[src/rtl/crc16_frame_builder_core_assert.svh]
// assertion macros for the frame builder rtl
`ifndef CRC16_FRAME_BUILDER_CORE_ASSERT_SVH
`define CRC16_FRAME_BUILDER_CORE_ASSERT_SVH

// same-cycle implication, checked while out of reset
`define CRCFB_ASSERT_NOW(label, clk, rst_n, ante, cons) \
	label: assert property (@(posedge clk) disable iff (!rst_n) (ante) |-> (cons)) \
		else $error("crcfb same-cycle check failed");

// next-cycle implication, checked while out of reset
`define CRCFB_ASSERT_NEXT(label, clk, rst_n, ante, cons) \
	label: assert property (@(posedge clk) disable iff (!rst_n) (ante) |=> (cons)) \
		else $error("crcfb next-cycle check failed");

`endif

[src/rtl/crcfb_pkg.sv]
// package: types, constants and crc step for the frame builder
package crcfb_pkg;

	localparam int unsigned BYTE_W = 8;
	localparam int unsigned CRC_W  = 16;
	localparam int unsigned CFG_IDX_W = 2;

	localparam logic [CRC_W-1:0] CRC_INIT = 16'hFFFF;
	localparam logic [CRC_W-1:0] CRC_POLY = 16'hA001;

	localparam logic [BYTE_W-1:0] START_MARKER_RST  = 8'hD0;
	localparam logic [BYTE_W-1:0] ENCODING_BYTE_RST = 8'h01;
	localparam logic [BYTE_W-1:0] ADDRESS_BYTE_RST  = 8'h0B;
	localparam logic [BYTE_W-1:0] END_MARKER_RST    = 8'hD1;

	// configuration register indexes
	typedef enum logic [CFG_IDX_W-1:0] {
		CFG_START_MARKER  = 2'd0,
		CFG_ENCODING_BYTE = 2'd1,
		CFG_ADDRESS_BYTE  = 2'd2,
		CFG_END_MARKER    = 2'd3
	} cfg_idx_t;

	// register values handed to the emitter
	typedef struct packed {
		logic [BYTE_W-1:0] start_marker;
		logic [BYTE_W-1:0] encoding_byte;
		logic [BYTE_W-1:0] address_byte;
		logic [BYTE_W-1:0] end_marker;
	} cfg_t;

	// position within the bytes one word produces
	typedef enum logic [3:0] {
		SLOT_HDR_START = 4'd0,
		SLOT_HDR_CMD   = 4'd1,
		SLOT_HDR_ENC   = 4'd2,
		SLOT_HDR_ADDR  = 4'd3,
		SLOT_HDR_LEN   = 4'd4,
		SLOT_PAYLOAD   = 4'd5,
		SLOT_END       = 4'd6,
		SLOT_CRC_LO    = 4'd7,
		SLOT_CRC_HI    = 4'd8
	} slot_t;

	// one byte through the reflected crc-16
	function automatic logic [CRC_W-1:0] crc_feed(input logic [CRC_W-1:0] crc,
		input logic [BYTE_W-1:0] b);
		logic [CRC_W-1:0] c;
		c = crc ^ {{(CRC_W-BYTE_W){1'b0}}, b};
		for (int k = 0; k < BYTE_W; k++) begin
			if (c[0]) begin
				c = (c >> 1) ^ CRC_POLY;
			end else begin
				c = c >> 1;
			end
		end
		return c;
	endfunction

endpackage

[src/rtl/crcfb_if.sv]
// valid/ready channel interfaces for input and output words
interface crcfb_in_if
	import crcfb_pkg::*;
();
	logic              valid;
	logic              ready;
	logic [BYTE_W-1:0] command;
	logic [BYTE_W-1:0] length_field;
	logic [BYTE_W-1:0] payload_byte;
	logic              first;
	logic              last;

	modport source (output valid, command, length_field, payload_byte, first, last,
		input ready);
	modport sink (input valid, command, length_field, payload_byte, first, last,
		output ready);
endinterface

interface crcfb_out_if
	import crcfb_pkg::*;
();
	logic              valid;
	logic              ready;
	logic [BYTE_W-1:0] out_byte;
	logic              run_last;
	logic              frame_last;

	modport source (output valid, out_byte, run_last, frame_last, input ready);
	modport sink (input valid, out_byte, run_last, frame_last, output ready);
endinterface

[src/rtl/crcfb_cfg_regs.sv]
// configuration register file for the header and trailer bytes
module crcfb_cfg_regs
	import crcfb_pkg::*;
(
	input  logic                 clk,
	input  logic                 arst_n,
	input  logic                 cfg_we,
	input  logic [CFG_IDX_W-1:0] cfg_index,
	input  logic [BYTE_W-1:0]    cfg_wdata,
	output cfg_t                 cfg
);

	cfg_t cfg_q;

	// register writes by index
	always_ff @(posedge clk or negedge arst_n) begin
		if (!arst_n) begin
			cfg_q.start_marker  <= START_MARKER_RST;
			cfg_q.encoding_byte <= ENCODING_BYTE_RST;
			cfg_q.address_byte  <= ADDRESS_BYTE_RST;
			cfg_q.end_marker    <= END_MARKER_RST;
		end else if (cfg_we) begin
			case (cfg_idx_t'(cfg_index))
				CFG_START_MARKER:  cfg_q.start_marker  <= cfg_wdata;
				CFG_ENCODING_BYTE: cfg_q.encoding_byte <= cfg_wdata;
				CFG_ADDRESS_BYTE:  cfg_q.address_byte  <= cfg_wdata;
				CFG_END_MARKER:    cfg_q.end_marker    <= cfg_wdata;
				default: begin
				end
			endcase
		end
	end

	assign cfg = cfg_q;

endmodule

[src/rtl/crcfb_emitter.sv]
// word register, byte sequencer, running crc and output register
`include "crc16_frame_builder_core_assert.svh"

module crcfb_emitter
	import crcfb_pkg::*;
(
	input  logic        clk,
	input  logic        arst_n,
	input  cfg_t        cfg,
	crcfb_in_if.sink    in_ch,
	crcfb_out_if.source out_ch
);

	// input stage
	logic              v_s1;
	slot_t             slot_s1;
	logic [BYTE_W-1:0] command_s1;
	logic [BYTE_W-1:0] length_s1;
	logic [BYTE_W-1:0] payload_s1;
	logic              last_s1;

	// output register and crc
	logic              out_v_q;
	logic [BYTE_W-1:0] out_byte_q;
	logic              run_last_q;
	logic              frame_last_q;
	logic [CRC_W-1:0]  crc_q;

	logic              adv;
	logic              done;
	logic              accept;
	slot_t             slot_nxt;
	logic [BYTE_W-1:0] cur_byte;
	logic [CRC_W-1:0]  crc_base;
	logic [CRC_W-1:0]  crc_fed;

	// one byte leaves the stage whenever the output register is free
	assign adv    = v_s1 && (!out_v_q || out_ch.ready);
	assign done   = (slot_s1 == SLOT_CRC_HI) || ((slot_s1 == SLOT_PAYLOAD) && !last_s1);
	assign in_ch.ready = !v_s1 || (adv && done);
	assign accept = in_ch.valid && in_ch.ready;

	// next slot
	always_comb begin
		case (slot_s1)
			SLOT_HDR_START: slot_nxt = SLOT_HDR_CMD;
			SLOT_HDR_CMD:   slot_nxt = SLOT_HDR_ENC;
			SLOT_HDR_ENC:   slot_nxt = SLOT_HDR_ADDR;
			SLOT_HDR_ADDR:  slot_nxt = SLOT_HDR_LEN;
			SLOT_HDR_LEN:   slot_nxt = SLOT_PAYLOAD;
			SLOT_PAYLOAD:   slot_nxt = SLOT_END;
			SLOT_END:       slot_nxt = SLOT_CRC_LO;
			SLOT_CRC_LO:    slot_nxt = SLOT_CRC_HI;
			default:        slot_nxt = SLOT_PAYLOAD;
		endcase
	end

	// byte for the current slot
	always_comb begin
		case (slot_s1)
			SLOT_HDR_START: cur_byte = cfg.start_marker;
			SLOT_HDR_CMD:   cur_byte = command_s1;
			SLOT_HDR_ENC:   cur_byte = cfg.encoding_byte;
			SLOT_HDR_ADDR:  cur_byte = cfg.address_byte;
			SLOT_HDR_LEN:   cur_byte = length_s1;
			SLOT_PAYLOAD:   cur_byte = payload_s1;
			SLOT_END:       cur_byte = cfg.end_marker;
			SLOT_CRC_LO:    cur_byte = crc_q[BYTE_W-1:0];
			SLOT_CRC_HI:    cur_byte = crc_q[CRC_W-1:BYTE_W];
			default:        cur_byte = payload_s1;
		endcase
	end

	// crc restarts on the start marker
	assign crc_base = (slot_s1 == SLOT_HDR_START) ? CRC_INIT : crc_q;
	assign crc_fed  = crc_feed(crc_base, cur_byte);

	// stage control
	always_ff @(posedge clk or negedge arst_n) begin
		if (!arst_n) begin
			v_s1    <= 1'b0;
			slot_s1 <= SLOT_PAYLOAD;
		end else if (accept) begin
			v_s1    <= 1'b1;
			slot_s1 <= in_ch.first ? SLOT_HDR_START : SLOT_PAYLOAD;
		end else if (adv && done) begin
			v_s1    <= 1'b0;
		end else if (adv) begin
			slot_s1 <= slot_nxt;
		end
	end

	// word fields
	always_ff @(posedge clk) begin
		if (accept) begin
			command_s1 <= in_ch.command;
			length_s1  <= in_ch.length_field;
			payload_s1 <= in_ch.payload_byte;
			last_s1    <= in_ch.last;
		end
	end

	// running crc
	always_ff @(posedge clk or negedge arst_n) begin
		if (!arst_n) begin
			crc_q <= CRC_INIT;
		end else if (adv) begin
			case (slot_s1) inside
				SLOT_CRC_HI: crc_q <= CRC_INIT;
				SLOT_CRC_LO: crc_q <= crc_q;
				default:     crc_q <= crc_fed;
			endcase
		end
	end

	// output register control
	always_ff @(posedge clk or negedge arst_n) begin
		if (!arst_n) begin
			out_v_q <= 1'b0;
		end else if (adv) begin
			out_v_q <= 1'b1;
		end else if (out_ch.ready) begin
			out_v_q <= 1'b0;
		end
	end

	// output payload
	always_ff @(posedge clk) begin
		if (adv) begin
			out_byte_q   <= cur_byte;
			run_last_q   <= done;
			frame_last_q <= (slot_s1 == SLOT_CRC_HI);
		end
	end

	assign out_ch.valid      = out_v_q;
	assign out_ch.out_byte   = out_byte_q;
	assign out_ch.run_last   = run_last_q;
	assign out_ch.frame_last = frame_last_q;

	// checks
	`CRCFB_ASSERT_NOW(a_frame_end_closes_word, clk, arst_n,
		out_v_q && frame_last_q, run_last_q)
	`CRCFB_ASSERT_NEXT(a_crc_restart_after_frame, clk, arst_n,
		adv && (slot_s1 == SLOT_CRC_HI), crc_q == CRC_INIT)
	`CRCFB_ASSERT_NOW(a_trailer_needs_last, clk, arst_n,
		v_s1 && (slot_s1 == SLOT_END || slot_s1 == SLOT_CRC_LO || slot_s1 == SLOT_CRC_HI),
		last_s1)

endmodule

[src/rtl/crc16_frame_builder_core.sv]
// top level of the crc-16 frame builder
//
//  channel   dir  handshake        carries
//  in_ch     in   valid / ready    command, length_field, payload_byte, first, last
//  out_ch    out  valid / ready    out_byte, run_last, frame_last
//  cfg       in   cfg_we only      cfg_index, cfg_wdata
//
// one byte per cycle if unstalled; a word makes 1, 6 with first, 4 with last, 9 with both
// payload-only words enter each unstalled cycle; header and trailer bytes hold in_ch.ready low
// the output register lets the next word enter while a byte waits on out_ch
// reset (arst_n low) empties both stages and loads crc 0xFFFF and default markers
module crc16_frame_builder_core
	import crcfb_pkg::*;
(
	input  logic                 clk,
	input  logic                 arst_n,
	crcfb_in_if.sink             in_ch,
	crcfb_out_if.source          out_ch,
	input  logic                 cfg_we,
	input  logic [CFG_IDX_W-1:0] cfg_index,
	input  logic [BYTE_W-1:0]    cfg_wdata
);

	cfg_t cfg;

	// configuration registers
	crcfb_cfg_regs u_cfg (
		.clk       (clk),
		.arst_n    (arst_n),
		.cfg_we    (cfg_we),
		.cfg_index (cfg_index),
		.cfg_wdata (cfg_wdata),
		.cfg       (cfg)
	);

	// byte sequencer and crc
	crcfb_emitter u_emit (
		.clk    (clk),
		.arst_n (arst_n),
		.cfg    (cfg),
		.in_ch  (in_ch),
		.out_ch (out_ch)
	);

endmodule
[src/flat_wrapper.sv]
// flat-port wrapper written by rule: the top's interface ports become plain ports
module crc16_frame_builder_core_flat import crcfb_pkg::*;
  (clk, arst_n, cfg_we, cfg_index, cfg_wdata, in_ch_valid, in_ch_command, in_ch_length_field, in_ch_payload_byte, in_ch_first, in_ch_last, in_ch_ready, out_ch_valid, out_ch_out_byte, out_ch_run_last, out_ch_frame_last, out_ch_ready);
  crcfb_in_if in_ch_i ();
  crcfb_out_if out_ch_i ();
  input  logic clk;
  input  logic arst_n;
  input  logic cfg_we;
  input  logic [CFG_IDX_W-1:0] cfg_index;
  input  logic [BYTE_W-1:0] cfg_wdata;
  input wire logic [$bits(in_ch_i.valid)-1:0] in_ch_valid;
  input wire logic [$bits(in_ch_i.command)-1:0] in_ch_command;
  input wire logic [$bits(in_ch_i.length_field)-1:0] in_ch_length_field;
  input wire logic [$bits(in_ch_i.payload_byte)-1:0] in_ch_payload_byte;
  input wire logic [$bits(in_ch_i.first)-1:0] in_ch_first;
  input wire logic [$bits(in_ch_i.last)-1:0] in_ch_last;
  output wire logic [$bits(in_ch_i.ready)-1:0] in_ch_ready;
  output wire logic [$bits(out_ch_i.valid)-1:0] out_ch_valid;
  output wire logic [$bits(out_ch_i.out_byte)-1:0] out_ch_out_byte;
  output wire logic [$bits(out_ch_i.run_last)-1:0] out_ch_run_last;
  output wire logic [$bits(out_ch_i.frame_last)-1:0] out_ch_frame_last;
  input wire logic [$bits(out_ch_i.ready)-1:0] out_ch_ready;
  assign in_ch_i.valid = in_ch_valid;
  assign in_ch_i.command = in_ch_command;
  assign in_ch_i.length_field = in_ch_length_field;
  assign in_ch_i.payload_byte = in_ch_payload_byte;
  assign in_ch_i.first = in_ch_first;
  assign in_ch_i.last = in_ch_last;
  assign in_ch_ready = in_ch_i.ready;
  assign out_ch_valid = out_ch_i.valid;
  assign out_ch_out_byte = out_ch_i.out_byte;
  assign out_ch_run_last = out_ch_i.run_last;
  assign out_ch_frame_last = out_ch_i.frame_last;
  assign out_ch_i.ready = out_ch_ready;
  crc16_frame_builder_core u_core (.clk(clk), .arst_n(arst_n), .in_ch(in_ch_i), .out_ch(out_ch_i), .cfg_we(cfg_we), .cfg_index(cfg_index), .cfg_wdata(cfg_wdata));
endmodule
[config.mk]
export PLATFORM = sky130hd
export DESIGN_NAME = crc16_frame_builder_core_flat
export DESIGN_NICKNAME = d
export VERILOG_FILES = /design/src/rtl/crcfb_pkg.sv /design/src/rtl/crcfb_if.sv /design/src/rtl/crcfb_cfg_regs.sv /design/src/rtl/crcfb_emitter.sv /design/src/rtl/crc16_frame_builder_core.sv /design/src/flat_wrapper.sv
export VERILOG_INCLUDE_DIRS = /design/src /design/src/rtl
export SDC_FILE = /design/constraint.sdc
export NUM_CORES = 1
export LEC_CHECK = 0
export ABC_AREA = 1
export ABC_CLOCK_PERIOD_IN_PS = 3300
export BUFFER_PORTS_ARGS = -buffer_cell sky130_fd_sc_hd__buf_2
export CORE_MARGIN = 4
export CORE_UTILIZATION = 53
export DETAILED_ROUTE_END_ITERATION = 6
export PLACE_DENSITY = 0.74
export SETUP_SLACK_MARGIN = 0.5
export SLEW_MARGIN = 5
export SYNTH_ARGS = -nofsm -noshare
export SYNTH_HDL_FRONTEND = slang
export SYNTH_HIERARCHICAL = 1
export SYNTH_SLANG_ARGS = --single-unit
[constraint.sdc]
create_clock -name clk -period 3.3 [get_ports clk]
set_input_delay 0.165 -clock clk [delete_from_list [all_inputs] [get_ports clk]]
set_output_delay 0.165 -clock clk [all_outputs]
set_load 0.05 [all_outputs]
# After elaboration in Yosys (flattened, before gate mapping)
# Memory sizes are Yosys's and may differ from the RTL's.
# Index checks and enable logic that the tools add are counted.
[totals] ff_bits=89 romBits=32 inputBits=41 out_inout_bits=12 n_memories=1
[mem_list] memory="(no name shown)" words=8 width=4 rd=1 rd_ports_with_merged_regs=0 wr=0 line_no="crcfb_emitter.sv:45" text="case (slot_s1)"
[op_classes] eq_ne=13 n_mux=21 bitwise_logic=9 reduce_logical=21
[ops] op="2-to-1 mux 16 bit" count=11
[ops] op="case mux 8 bit (8 select lines)" count=1
[ops] op="inverter 2 -> 3 bit" count=8
[ops] op="== test 4 x 3 -> 1 bit, second input constant" count=4
[ops] op="2-to-1 mux 4 bit" count=4
[ops] op="XOR 16 x 8 -> 16 bit" count=1
[ops] op="AND reduction 2 bit" count=6
[ops] op="== test 4 x 2 -> 1 bit, second input constant" count=2
[ops] op="nonzero test 2 bit" count=3
[ops] op="== test 2 bit, second input constant" count=2
[ops] op="== test 4 x 1 -> 1 bit, second input constant" count=1
[ops] op="== test 4 bit, second input constant" count=1
[ops] op="logical AND 1 bit" count=4
[ops] op="logical NOT 4 bit" count=1
[ops] op="2-to-1 mux 1 bit" count=4
[ops] op="inequality test 2 bit, second input constant" count=2
[ops] op="logical NOT 1 bit" count=3
[ops] op="logical OR 1 bit" count=3
[ops] op="2-to-1 mux 3 bit" count=1
[ops] op="== test 2 x 1 -> 1 bit, second input constant" count=1
[ops] op="logical NOT 2 bit" count=1

# Depth between registers and ports, before layout
# Gate-level depths: netlist of the first run.
[depth] word_depth=21 depth_mapped=23 mapped_depth_nobuf=22

# Hierarchy
# The synthesis of the first run kept the hierarchy.
[modules_own_cells] module="crcfb_emitter" n_inst=1 cells_per_inst=434 area_per_inst_um2=3398.3
[modules_own_cells] module="crcfb_cfg_regs" n_inst=1 cells_per_inst=143 area_per_inst_um2=1450.1

# Least setup slack after synthesis of the first run
# OpenSTA, ideal clock, no wires.
[synth_timing] path_kind="register to register" startpoint="register u_core.u_emit.slot_s1[1]" endpoint="register u_core.u_emit.slot_s1[1]" t_arrival_ns=3.047 required_ns=3.178 slack_ns=0.131 stages_incl_launch_ff=12 cell_sequence="dfrtp_1 inv_1 ha_1 buf_2 inv_1 nor2_2 nand2_1 o31ai_1 a21oi_1 nor2_1 nor2_1 a32o_1"
[synth_via] elab_chain_len=8 elab_cells_between_ends=15
[synth_lines] element="start: declaration" line_no="crcfb_emitter.sv:16" text="slot_t slot_s1;"
[synth_lines] element="start signal: assignment" line_no="crcfb_emitter.sv:85" text="slot_s1 <= in_ch.first ? SLOT_HDR_START : SLOT_PAYLOAD;"
[synth_lines] element="start signal: assignment" line_no="crcfb_emitter.sv:89" text="slot_s1 <= slot_nxt;"
[synth_lines] element="== test 4 x 3 -> 1 bit" line_no="crcfb_emitter.sv:39" text="assign done = (slot_s1 == SLOT_CRC_HI) || ((slot_s1 == SLOT_PAYLOAD) && !last_s1);"
[synth_lines] element="logical AND 1 bit" line_no="crcfb_emitter.sv:39"
[synth_lines] element="logical OR 1 bit *" line_no="crcfb_emitter.sv:39"
[synth_lines] element="via u_core.u_emit.done" line_no="crcfb_emitter.sv:30" text="logic done;"
[synth_lines] element="logical AND 1 bit *" line_no="crcfb_emitter.sv:40" text="assign in_ch.ready = !v_s1 || (adv && done);"
[synth_lines] element="logical OR 1 bit *" line_no="crcfb_emitter.sv:40"
[synth_lines] element="logical AND 1 bit *" line_no="crcfb_emitter.sv:41" text="assign accept = in_ch.valid && in_ch.ready;"
[synth_lines] element="via u_core.u_emit.accept" line_no="crcfb_emitter.sv:31" text="logic accept;"
[synth_lines] element="inequality test 2 bit (no line) / nonzero test 2 bit (equally long branches)"
[synth_lines] element="AND reduction 2 bit (no line)"
# The timed path passes the listed nets; every way through them passes the cells marked *. The select of a mux whose other input is x is not followed.
# A chain may end at the register's enable or synchronous reset.

# Worst setup path in the final report of the first run
[layout_timing] startpoint="register u_core.u_emit.slot_s1[0]" endpoint="register u_core.u_emit.crc_q[0]"
[layout_via] elab_chain_len=14 elab_cells_between_ends=31
[layout_lines] element="== test 4 bit (tied with other cells)" line_no="crcfb_emitter.sv:60" text="case (slot_s1)"
[layout_lines] element="case mux 8 bit (8 select lines) / 2-to-1 mux 16 bit (equally long branches)" line_no="crcfb_emitter.sv:60, crcfb_emitter.sv:75"
[layout_lines] element="XOR 16 x 8 -> 16 bit" line_no="crcfb_pkg.sv:49" text="c = crc ^ {{(CRC_W-BYTE_W){1'b0}}, b};"
[layout_lines] element="2-to-1 mux 16 bit / inverter 2 -> 3 bit (equally long branches) (6 in series)"
[layout_lines] element="inverter 2 -> 3 bit (no line) / 2-to-1 mux 16 bit (equally long branches)"
[layout_lines] element="2-to-1 mux 16 bit / inverter 2 -> 3 bit (equally long branches)"
[layout_lines] element="2-to-1 mux 16 bit" line_no="crcfb_pkg.sv:51" text="if (c[0]) begin"
[layout_lines] element="2-to-1 mux 16 bit (2 in series)" line_no="crcfb_emitter.sv:108" text="case (slot_s1) inside"
[layout_lines] element="end signal: assignment" line_no="crcfb_emitter.sv:110" text="SLOT_CRC_LO: crc_q <= crc_q;"
[layout_lines] element="end signal: assignment" line_no="crcfb_emitter.sv:111" text="default: crc_q <= crc_fed;"
[layout_lines] element="end: declaration" line_no="crcfb_emitter.sv:27" text="logic [CRC_W-1:0] crc_q;"
# Parallel ways exist; a longest one is shown, timed or not. The select of a mux whose other input is x is not followed.

==> results by group, run 1 <==
Run status
  – Status: finished clean

Worst setup path
  – Signal arrival time at the worst endpoint: 2.94 ns
  – Crit path kind: flop to flop
  – WP data required: 3.60 ns
  – CP Max Fanout: 8
  – Crit. End Element: flop
  – Startpoint Class: flop

Clock tree
  – CTS tree: built
  – Clock tree sinks: 89
  – Worst-path clk slew: 0.09 ns
  – Worst-Skew Late Latency: 0.37 ns
  – Root Driver: clkbuf_8
  – H-Tree Depth: 3
  – CTS Buf Count: 9
  – Clock tree buffer depth: 2

Drt
  – Antenna Nets Post-Route: 0
  – DR DRC count: 0
  – DR pass1 iterations: 5
  – Wire per inst: 16.0 um
  – Total wire length: 12400 um
  – Initial DRC count: 286
  – Vias per cell: 5.43
  – Vias after detailed routing: 4220

Synthesis
  – Mapped Area: 0.00485 mm^2
  – Post-synth cell types: 35
  – Post-synth EDFFs: 35
  – Ys flop type: edfxtp_1
  – Syn Nets: 623
  – Seq/Total Area, Yosys: 50.3%
  – Syn Area/Cell: 8.40 um^2
  – Warning count from the yosys run: 6
  – Post-Syn Instances: 577
  – Share of async-settable or async-resettable flops after synthesis: 60.7%
  – Number of synthesized register bits: 89

Timing
  – Fmax: 0.379 GHz
  – Post-route clock period utilization: 79.9%
  – Clk_skew: 0.0163 ns
  – Final Max Tran Viols: 0
  – Worst-Margin Slew: 0.806 ns
  – Min Tclk post-route: 2.64 ns
  – Post-Route Setup TNS: 0 ns
  – Final Hold Vio Count: 0
  – Slew HR: 46.3%
  – RSZ-0062 raised after global routing: no
  – Final setup violation count: 0

Placed design
  – PortBufs: 52
  – GPL Wtd Cong: 0.971
  – DP Area: 0.00517 mm^2
  – Dpl hpwl: 8920 um

Die
  – Die area: 0.0107 mm^2
  – Horiz. Die Dim: 104 um
  – Initial Util: 55.1%
  – # rows: 34
  – # IOs: 53
  – Core area: 0.00881 mm^2
  – Vert. Die Dim: 104 um

Layout
  – Layout cell share with drive strength beyond 1: 25.3%
  – Ant. Diodes: 0
  – P&R area growth vs syn: 18.9%
  – Final instance area: 0.00576 mm^2
  – Area of the multi-input gates: 0.00210 mm^2
  – Reg area: 0.00244 mm^2
  – Fillers: 757
  – Nets: 710

GRT
  – GRT Resource Usage Total: 23.7%
  – Grt ovf: 0
  – Initial antenna violation count: 0
  – First-pass GRT wire length: 20700 um
  – Vias in the first global route: 4061
  – Largest net degree at the start of global routing: 37

Power and ir drop
  – PwrDens: 1070 mW/mm^2
  – P_leak: 0.00283 uW
  – Max VDD drop: 0.441 mV

Job
  – Maxcap violations: 0

Min path
  – Hold crit path type: input port to flop
worst max-delay path, stage by stage, from the launching register on:
cell	delay, ns
dfstp_2	0.60
inv_2	0.08
ha_4	0.20
nand2_4	0.10
nand2_2	0.07
nor2_4	0.16
nand2_4	0.12
or2_4	0.26
nand2_2	0.09
nand2_1	0.06
nand2_2	0.08
nand2_2	0.07
nand2_2	0.08
nand2_2	0.06
nand2_1	0.08
nand2_2	0.07
nand2_2	0.08
nand2_1	0.08
nand3_2	0.08
nand3_2	0.05
nand2_1	0.07
inv_1	0.03
repair_timing:
item / CTS / global route
cloned: 0 / 1
setup buffers: 0 / 6
pin swaps: 0 / 8
hold buffers: 26 / 0
endpoints found under the hold margin: 36 / 0
setup endpoints to repair: 6 / 11
resized for setup: 2 / 25
sequential cells by signal, summed over array words and instances (netlist names), 4 cells and up:
| name | cells |
|---|---|
| u_core/u_cfg/cfg | 32 |
| u_core/u_emit/crc_q | 16 |
| u_core/u_emit/command_s1 | 8 |
| u_core/u_emit/length_s1 | 8 |
| u_core/u_emit/out_ch.out_byte | 8 |
| u_core/u_emit/payload_s1 | 8 |
| u_core/u_emit/slot_s1 | 4 |
cells in the mapped netlist (2+ instances only):
library cell	number	area share [%]
nand3_4	3	1.1
or2_4	3	0.54
nor2_1	39	3.0
dfstp_2	29	16
xor2_1	3	0.54
nand3_1	62	6.4
bufinv_8	2	0.72
nand2_4	3	0.70
nor2_2	5	0.65
dfrtp_1	25	13
o31ai_1	2	0.31
inv_1	62	4.8
ha_1	5	1.3
nand2_2	15	1.9
buf_6	8	1.9
o21ai_0	14	1.4
clkbuf_1	2	0.15
buf_2	4	0.41
nand4_1	31	4.0
nor2_4	2	0.46
nand2_1	197	15
o22ai_1	10	1.3
edfxtp_1	35	22
nand3_2	5	1.0
layout by cell type (no fill, tap or decap), drive strengths merged:
cell / Yosys / final
o22ai: 10 / 10
dfrtp: 25 / 25
ha: 5 / 5
nand3: 70 / 70
o31ai: 2 / 2
o311ai: 1 / 1
bufinv: 2 / 2
edfxtp: 35 / 35
xor2: 3 / 3
nand2: 215 / 215
nand4: 31 / 31
nor2: 47 / 48
a21oi: 1 / 1
clkinvlp: 0 / 1
dlygate4sd3: 0 / 26
nor3b: 1 / 1
clkinv: 0 / 3
dfstp: 29 / 29
a22oi: 1 / 1
inv: 64 / 67
a32o: 1 / 1
or2: 4 / 4
buf: 13 / 64
o21ai: 15 / 15
clkbuf: 2 / 9
area by class of cell:
| class | count | area share, % |
|---|---|---|
| timing repair buffer | 90 | 10.6 |
| tap | 108 | 2.34 |
| multi-input combinational | 408 | 36.4 |
| clock inverter | 7 | 1.26 |
| sequential | 89 | 42.4 |
| inverter | 66 | 4.86 |
| clock buffer | 9 | 2.15 |
metal layers:
| metal | GRT usage (%) | share of wire (%) |
|---|---|---|
| met1 | 31.4 | 43 |
| met3 | 5.60 | 7.0 |
| met4 | 7.60 | 2.2 |
| met2 | 38.6 | 48 |
| met5 | 0 | 0 |
power breakdown:
group	internal [uW]	switching, uW
sequential	1600	230
clock	296	445
combinational	1210	2390
path summary, 6_finish.rpt:
path / end / slack, ns / startpoint / cells after the start
setup reg to reg: u_core/u_emit/crc_q[0] / 0.66 / u_core/u_emit/slot_s1[0] / 21
max in group asynchronous: u_core/u_cfg/cfg[6] / 2.05 / arst_n / 3
hold reg to reg: u_core/u_cfg/cfg[11] / 0.47 / u_core/u_cfg/cfg[11] / 2
hold / removal: u_core/u_emit/v_s1 / 0.02 / in_ch_valid / 3
setup / recovery: u_core/u_emit/crc_q[0] / 0.66 / u_core/u_emit/slot_s1[0] / 21
min in group asynchronous: u_core/u_emit/slot_s1[1] / 0.43 / arst_n / 2
kinds of logic after synthesis:
kind of cell | count (synthesis) | synth area share [%]
AO/OA/AOI/OAI | 31 | 3.79
XOR/XNOR | 3 | 0.542
adder cells (fa/ha/maj) | 5 | 1.29
buffers and inverters | 81 | 8.31
flip-flops | 89 | 50.3
AND/OR/NAND/NOR | 368 | 35.8
per-stage QoR:
step	total power [uW]	setup slack (ns)	std cells	hold WS [ns]	util [%]
finish	6180	0.663	777	0.0217	65.4
global route	6730	0.471	777	0.0396	65.4
CTS	5930	0.509	770	0.0126	63.9
detailed placement	5150	0.425	728	0.296	58.7
global placement	5060	0.521	728	0.287	58.7
floorplan	4420	0.583	577	-0.131	-
Power figures use the tool's default switching activity.
==> run 2, diff against run 1 <==
--- a/config.mk
+++ b/config.mk
@@ -7,7 +7,7 @@
 export NUM_CORES = 1
 export LEC_CHECK = 0
 export ABC_AREA = 1
-export ABC_CLOCK_PERIOD_IN_PS = 3300
+export ABC_CLOCK_PERIOD_IN_PS = 2200
 export BUFFER_PORTS_ARGS = -buffer_cell sky130_fd_sc_hd__buf_2
 export CORE_MARGIN = 4
 export CORE_UTILIZATION = 53
==> constraint.sdc (replaced) <==
create_clock -name clk -period 2.2 [get_ports clk]
set_input_delay 0.11 -clock clk [delete_from_list [all_inputs] [get_ports clk]]
set_output_delay 0.11 -clock clk [all_outputs]
set_load 0.05 [all_outputs]
==> run 2 against run 1 <==
The flow now finishes with violations (setup timing). Setup slack got worse by 1.2 ns. Sequential power increased by 49%. Combinational power rose to 2.6 times the previous value. Via count up 25%. Non-clock buffer count grew 93. Largest cell class unchanged.
==> results by group, run 2 (same netlist as run 1, synthesis figures left out) <==
Drt
  – Vias per cell: 6.07 (+12%)
  – DR DRC count: 0 (unchanged)
  – Vias after detailed routing: 5274 (+25%)
  – Total wire length: 17500 um (+41%)
  – Wire per inst: 20.2 um (+26%)
  – Antenna Nets Post-Route: 0 (unchanged)
  – DR pass1 iterations: 7 (+2)
  – Initial DRC count: 531 (+86%)

GRT
  – Vias in the first global route: 4827 (+19%)
  – Largest net degree at the start of global routing: 43 (+16%)
  – Initial antenna violation count: 0 (unchanged)
  – First-pass GRT wire length: 23400 um (+13%)
  – GRT Resource Usage Total: 27.0% (+3.3 points)
  – Grt ovf: 0 (unchanged)

Worst setup path
  – Signal arrival time at the worst endpoint: 3.06 ns (+0.12 ns)
  – Crit path max-delay family: simple AND/OR/NAND/NOR gates
  – Crit path kind: flop to flop
  – Critical Path Max Stage Delay: 0.45 ns (-0.15 ns)
  – Crit. End Element: flop
  – Startpoint Class: flop
  – CP cell instances: inv_2 > ha_4 > nand2_1 > o21ai_0 > inv_1 > nand2_1 > nor2_2 > nand3_1 > nand2_2 > nand2_1 > nand2_1 > nand3_2 > nand3_2 > nand2_2 > nand2_2 > nand3_2 > nand3_2 > nand2_2 > inv_1
  – CP Max Fanout: 5 (-3)
  – CP Buf/Inv Count: 3 (+1)
  – WP data required: 2.51 ns (-1.09 ns)
  – CP max stage cell: dfrtp_1

Die
  – Vert. Die Dim: 104 um (unchanged)
  – Die area: 0.0107 mm^2 (unchanged)
  – Core area: 0.00881 mm^2 (unchanged)
  – Initial Util: 55.1% (unchanged)
  – # rows: 34 (unchanged)
  – # IOs: 53 (unchanged)
  – Horiz. Die Dim: 104 um (unchanged)

Clock tree
  – Root Driver: clkbuf_8
  – CTS Buf Count: 9 (unchanged)
  – Worst-Skew Late Latency: 0.38 ns (about the same)
  – H-Tree Depth: 3 (unchanged)
  – Clock tree sinks: 89 (unchanged)
  – Clock tree buffer depth: 2 (unchanged)
  – Worst-path clk slew: 0.10 ns (about the same)
  – CTS tree: built

Layout
  – Max reg flops: 32 (unchanged)
  – Fillers: 486 (-36%)
  – Most frequent cells in the layout: nand2_1 (174), buf_4 (70), inv_1 (54)
  – Nets: 802 (+13%)
  – P&R area growth vs syn: 44.4%
  – Commonest non-fill, non-tap cell in the layout: nand2_1
  – Layout cell share with drive strength beyond 1: 41.5% (+16 points)
  – Ant. Diodes: 0 (unchanged)
  – Final instance area: 0.00700 mm^2 (+21%)
  – Final core occ: 79.5% (+14 points)

Placed design
  – PortBufs: 52 (unchanged)
  – GPL Wtd Cong: 0.955 (-1.6%)
  – DP Area: 0.00566 mm^2 (+9.6%)
  – Dpl hpwl: 9380 um (+5.1%)

Run status
  – Status: finished with violations
  – Failing checks: setup timing

Timing
  – RSZ-0062 raised after global routing: yes
  – Worst setup margin: -0.546 ns (-1.21 ns)
  – Final setup violation count: 43 (+43)
  – Worst hold slack: 0.00878 ns (-0.0129 ns)
  – Worst-Margin Slew: 0.991 ns (+0.185 ns)
  – Slew HR: 33.9% (-12 points)
  – Post-Route Setup TNS: -7.61 ns (-7.61 ns)
  – Min Tclk post-route: 2.75 ns (+0.109 ns)
  – Final Max Tran Viols: 0 (unchanged)
  – Post-route clock period utilization: 125% (+45 points)
  – Final Hold Vio Count: 0 (unchanged)
  – Clk_skew: 0.0113 ns (-0.00507 ns)
  – Fmax: 0.364 GHz (-4.0%)

Power and ir drop
  – PwrDens: 1920 mW/mm^2 (+79%)
  – PnR Total Power: 13400 uW (+120%)
  – P_leak: 0.00344 uW (+21%)
  – Max VDD drop: 0.849 mV (+92%)

Min path
  – Hold crit path type: input port to flop

Job
  – Maxcap violations: 0 (unchanged)
-- run 2: cell count changes in the layout (fill, tap and decap cells not counted), sizes merged --
cell	change
buf	+84
bufinv	+1
nor2	-1
clkbuf	+3
bufbuf	+1
clkinv	-2
dlygate4sd3	+7
clkinvlp	+1
inv	-2
-- run 2: final cells by class --
| class | count | area, um^2 | share of cell area, % |
|---|---|---|---|
| Sequential cell | 89 | 2440 | 34.8 |
| Multi-Input combinational cell | 407 | 2420 | 34.6 |
| Timing Repair Buffer | 183 | 1510 | 21.6 |
| Inverter | 66 | 288 | 4.11 |
| Clock buffer | 11 | 141 | 2.02 |
| Tap cell | 108 | 135 | 1.93 |
| Clock inverter | 5 | 62.6 | 0.894 |
-- run 2: power by group --
group	internal [uW]	switching [uW]	total, uW
combinational	4130	5360	9490
sequential	2390	342	2730
clock	563	628	1190
-- run 2: per-stage QoR --
stage	setup slack, ns	std cells
6_report	-0.546	869
5_1_grt	-0.666	869
4_1_cts	-0.302	856
3_5_place_dp	-0.414	782
3_3_place_gp	-0.305	782
2_1_floorplan	-0.207	577
-- run 2: repair_timing --
item,in CTS,in global routing
setup endpoints to repair,51,56
resized for setup,58,61
gates cloned,2,1
pin swaps,20,27
hold endpoints to repair,58,0
setup buffers,23,12
hold buffers,33,0
-- run 2: tightest hold or removal path, stage by stage --
cell     delay (ns)
buf_2          0.12
nand3_1        0.08
nand2_1        0.05
-- run 2: routing by layer --
metal | GRT usage (%) | vias up | wire (um)
met5 | 0 | - | 0
met4 | 13.6 | 0 | 1280
met3 | 3.86 | 142 | 1720
met2 | 47.8 | 402 | 8510
met1 | 32.0 | 2480 | 6010
li1 | - | 2250 | -
-- run 2: path summary, 6_finish.rpt --
kind / startpoint / endpoint / slack [ns] / cells past startpoint
setup / recovery: u_core/u_emit/slot_s1[1] / u_core/u_emit/crc_q[0] / -0.55 / 19
hold / removal: cfg_wdata[5] / u_core/u_cfg/cfg[29] / 0.009 / 3
setup reg to reg: u_core/u_emit/slot_s1[1] / u_core/u_emit/crc_q[0] / -0.55 / 19
hold reg to reg: u_core/u_cfg/cfg[9] / u_core/u_cfg/cfg[9] / 0.47 / 2
max in group asynchronous: arst_n / u_core/u_emit/crc_q[5] / 0.99 / 3
min in group asynchronous: arst_n / u_core/u_emit/out_ch.valid / 0.44 / 2
==> run 3, diff against run 2 <==
--- a/config.mk
+++ b/config.mk
@@ -9,7 +9,7 @@
 export ABC_AREA = 1
 export ABC_CLOCK_PERIOD_IN_PS = 2200
 export BUFFER_PORTS_ARGS = -buffer_cell sky130_fd_sc_hd__buf_2
-export CORE_MARGIN = 4
+export CORE_MARGIN = 3
 export CORE_UTILIZATION = 53
 export DETAILED_ROUTE_END_ITERATION = 6
 export PLACE_DENSITY = 0.74
==> run 3 against run 2 <==
The run ends with DRC, setup timing left. Critical path type unchanged. Non-clock buffer count down 5. Wire length down 2.7%. Hold slack better by 0.0076 ns. Setup slack worse by 0.040 ns. Sequential share of layout area down 0.52 points.
==> results by group, run 3 (same netlist as run 1, synthesis figures left out) <==
Run status
  – Status: finished with violations
  – Failing checks: DRC, setup timing

Worst setup path
  – Crit. End Element: flop
  – Cell mode on critical path: nand2_2
  – CP cell instances: buf_4 > ha_4 > nand3_4 > nand2_2 > nor2_4 > buf_4 > nand3_2 > nand3_2 > nand2_1 > nand2_2 > nand2_2 > nand2_2 > nand3_2 > nand2_2 > nand2_4 > nand2_4 > nand2_2 > nand3_2 > nand3_2 > nand2_2 > inv_2
  – Crit path kind: flop to flop
  – Signal arrival time at the worst endpoint: 3.11 ns (+0.05 ns)
  – Critical Path Max Stage Delay: 0.47 ns (+0.02 ns)
  – WP data required: 2.52 ns (about the same)
  – CP Max Fanout: 5 (unchanged)
  – CP max stage cell: dfrtp_1
  – Startpoint Class: flop

Die
  – Vert. Die Dim: 102 um (-1.9%)
  – Horiz. Die Dim: 102 um (-1.9%)
  – # IOs: 53 (unchanged)
  – # rows: 34 (unchanged)
  – Die area: 0.0103 mm^2 (-3.8%)
  – Core area: 0.00881 mm^2 (unchanged)
  – Initial Util: 55.1% (unchanged)

Timing
  – Fmax: 0.359 GHz (-1.4%)
  – Final Hold Vio Count: 0 (unchanged)
  – Post-route clock period utilization: 127% (+1.8 points)
  – Clk_skew: 0.00508 ns (-0.00618 ns)
  – Min Tclk post-route: 2.79 ns (+0.0399 ns)
  – Final setup violation count: 43 (unchanged)
  – RSZ-0062 raised after global routing: yes
  – Worst-Margin Slew: 0.722 ns (-0.269 ns)
  – Slew HR: 51.9% (+18 points)
  – Post-Route Setup TNS: -7.78 ns (-0.161 ns)
  – Worst setup margin: -0.586 ns (-0.0399 ns)
  – Final Max Tran Viols: 0 (unchanged)

Clock tree
  – CTS Buf Count: 9 (unchanged)
  – Clock tree sinks: 89 (unchanged)
  – H-Tree Depth: 3 (unchanged)
  – Clock tree buffer depth: 2 (unchanged)
  – Worst-path clk slew: 0.10 ns (about the same)
  – Root Driver: clkbuf_8
  – Worst-Skew Late Latency: 0.37 ns (about the same)
  – CTS tree: built

Layout
  – Final core occ: 80.7% (+1.2 points)
  – Max reg flops: 32 (unchanged)
  – Layout cell share with drive strength beyond 1: 44.7% (+3.2 points)
  – Final non-filler cell total: 864 (-0.58%)
  – Nets: 797 (-0.62%)
  – Commonest non-fill, non-tap cell in the layout: nand2_1
  – P&R area growth vs syn: 46.6%
  – Ant. Diodes: 0 (unchanged)
  – Most frequent cells in the layout: nand2_1 (164), buf_4 (70), buf_2 (51)

Min path
  – Hold crit path type: input port to flop

GRT
  – First-pass GRT wire length: 21900 um (-6.5%)
  – Initial antenna violation count: 0 (unchanged)
  – GRT Resource Usage Total: 27.4% (+0.44 points)
  – Vias in the first global route: 4553 (-5.7%)
  – Grt ovf: 0 (unchanged)
  – Largest net degree at the start of global routing: 37 (-14%)

Placed design
  – GPL Wtd Cong: 0.979 (+2.5%)
  – PortBufs: 52 (unchanged)
  – Dpl hpwl: 9380 um (about the same)
  – DP Cell Count: 786 (+0.51%)

Drt
  – DR DRC count: 1 (+1)
  – Initial DRC count: 631 (+19%)
  – DR pass1 iterations: 7 (unchanged)
  – Antenna Nets Post-Route: 0 (unchanged)
  – Vias per cell: 5.93 (-2.3%)
  – Total wire length: 17000 um (-2.7%)
  – Wire per inst: 19.7 um (-2.1%)
  – Vias after detailed routing: 5123 (-2.9%)

Job
  – Maxcap violations: 0 (unchanged)
run 3: cell count changes in the layout (fill, tap and decap cells not counted), sizes merged:
cell,previous run,this run
clkinv,1,0
bufbuf,1,0
clkinvlp,2,1
buf,148,143
inv,65,68
run 3: final cells by class:
cell class | instances | area, um^2
Timing Repair Buffer | 178 | 1450
Clock inverter | 6 | 77.6
Inverter | 66 | 288
Clock buffer | 10 | 149
Tap cell | 108 | 135
Multi-Input combinational cell | 407 | 2570
Fill cell | 474 | 1700
Sequential cell | 89 | 2440
run 3: final timing paths:
check,from,endpoint,slack (ns),cells past startpoint
min in group asynchronous,arst_n,u_core/u_cfg/cfg[27],0.28,2
worst min register to register,u_core/u_cfg/cfg[9],u_core/u_cfg/cfg[9],0.47,2
worst min-delay path,cfg_wdata[7],u_core/u_cfg/cfg[7],0.02,3
worst max register to register,u_core/u_emit/slot_s1[1],u_core/u_emit/crc_q[0],-0.59,21
worst max-delay path,u_core/u_emit/slot_s1[1],u_core/u_emit/crc_q[0],-0.59,21
max in group asynchronous,arst_n,u_core/u_cfg/cfg[28],1.28,3
run 3: timing repair:
action,in CTS,in global routing
gates cloned,1,2
pin swaps,19,37
setup endpoints to repair,51,56
resized for setup,31,123
buffers inserted,13,13
hold endpoints to repair,37,0
hold buffers,33,0
run 3: worst max-delay path, delay by kind of cell, from the launching register on:
family	cells	cell delay [ns]
adder cells (fa/ha/maj)	1	0.19
buffers and inverters	3	0.39
flip-flops	1	0.47
AND/OR/NAND/NOR	17	1.67
run 3: per-layer routing:
layer,global-route usage [%],up-vias,routed length [um]
li1,-,2237,-
met1,35.2,2379,6230
met2,46.1,402,8180
met3,4.20,105,1590
met4,11.6,0,1040
met5,0,-,0
run 3: metrics by stage:
step | setup slack (ns) | hold slack (ns) | area, um^2
after floorplan | -0.207 | -0.186 | 4950
after global placement | -0.303 | 0.154 | 5700
after detailed placement | -0.389 | 0.158 | 5700
after CTS | -0.336 | 0.00651 | 6500
after global routing | -0.667 | 0.00707 | 7110
final | -0.586 | 0.0164 | 7110
Power of run 3 is left out: the tool's default activity adds up to more than one toggle a clock period on the data nets, which glitch-free logic cannot reach.
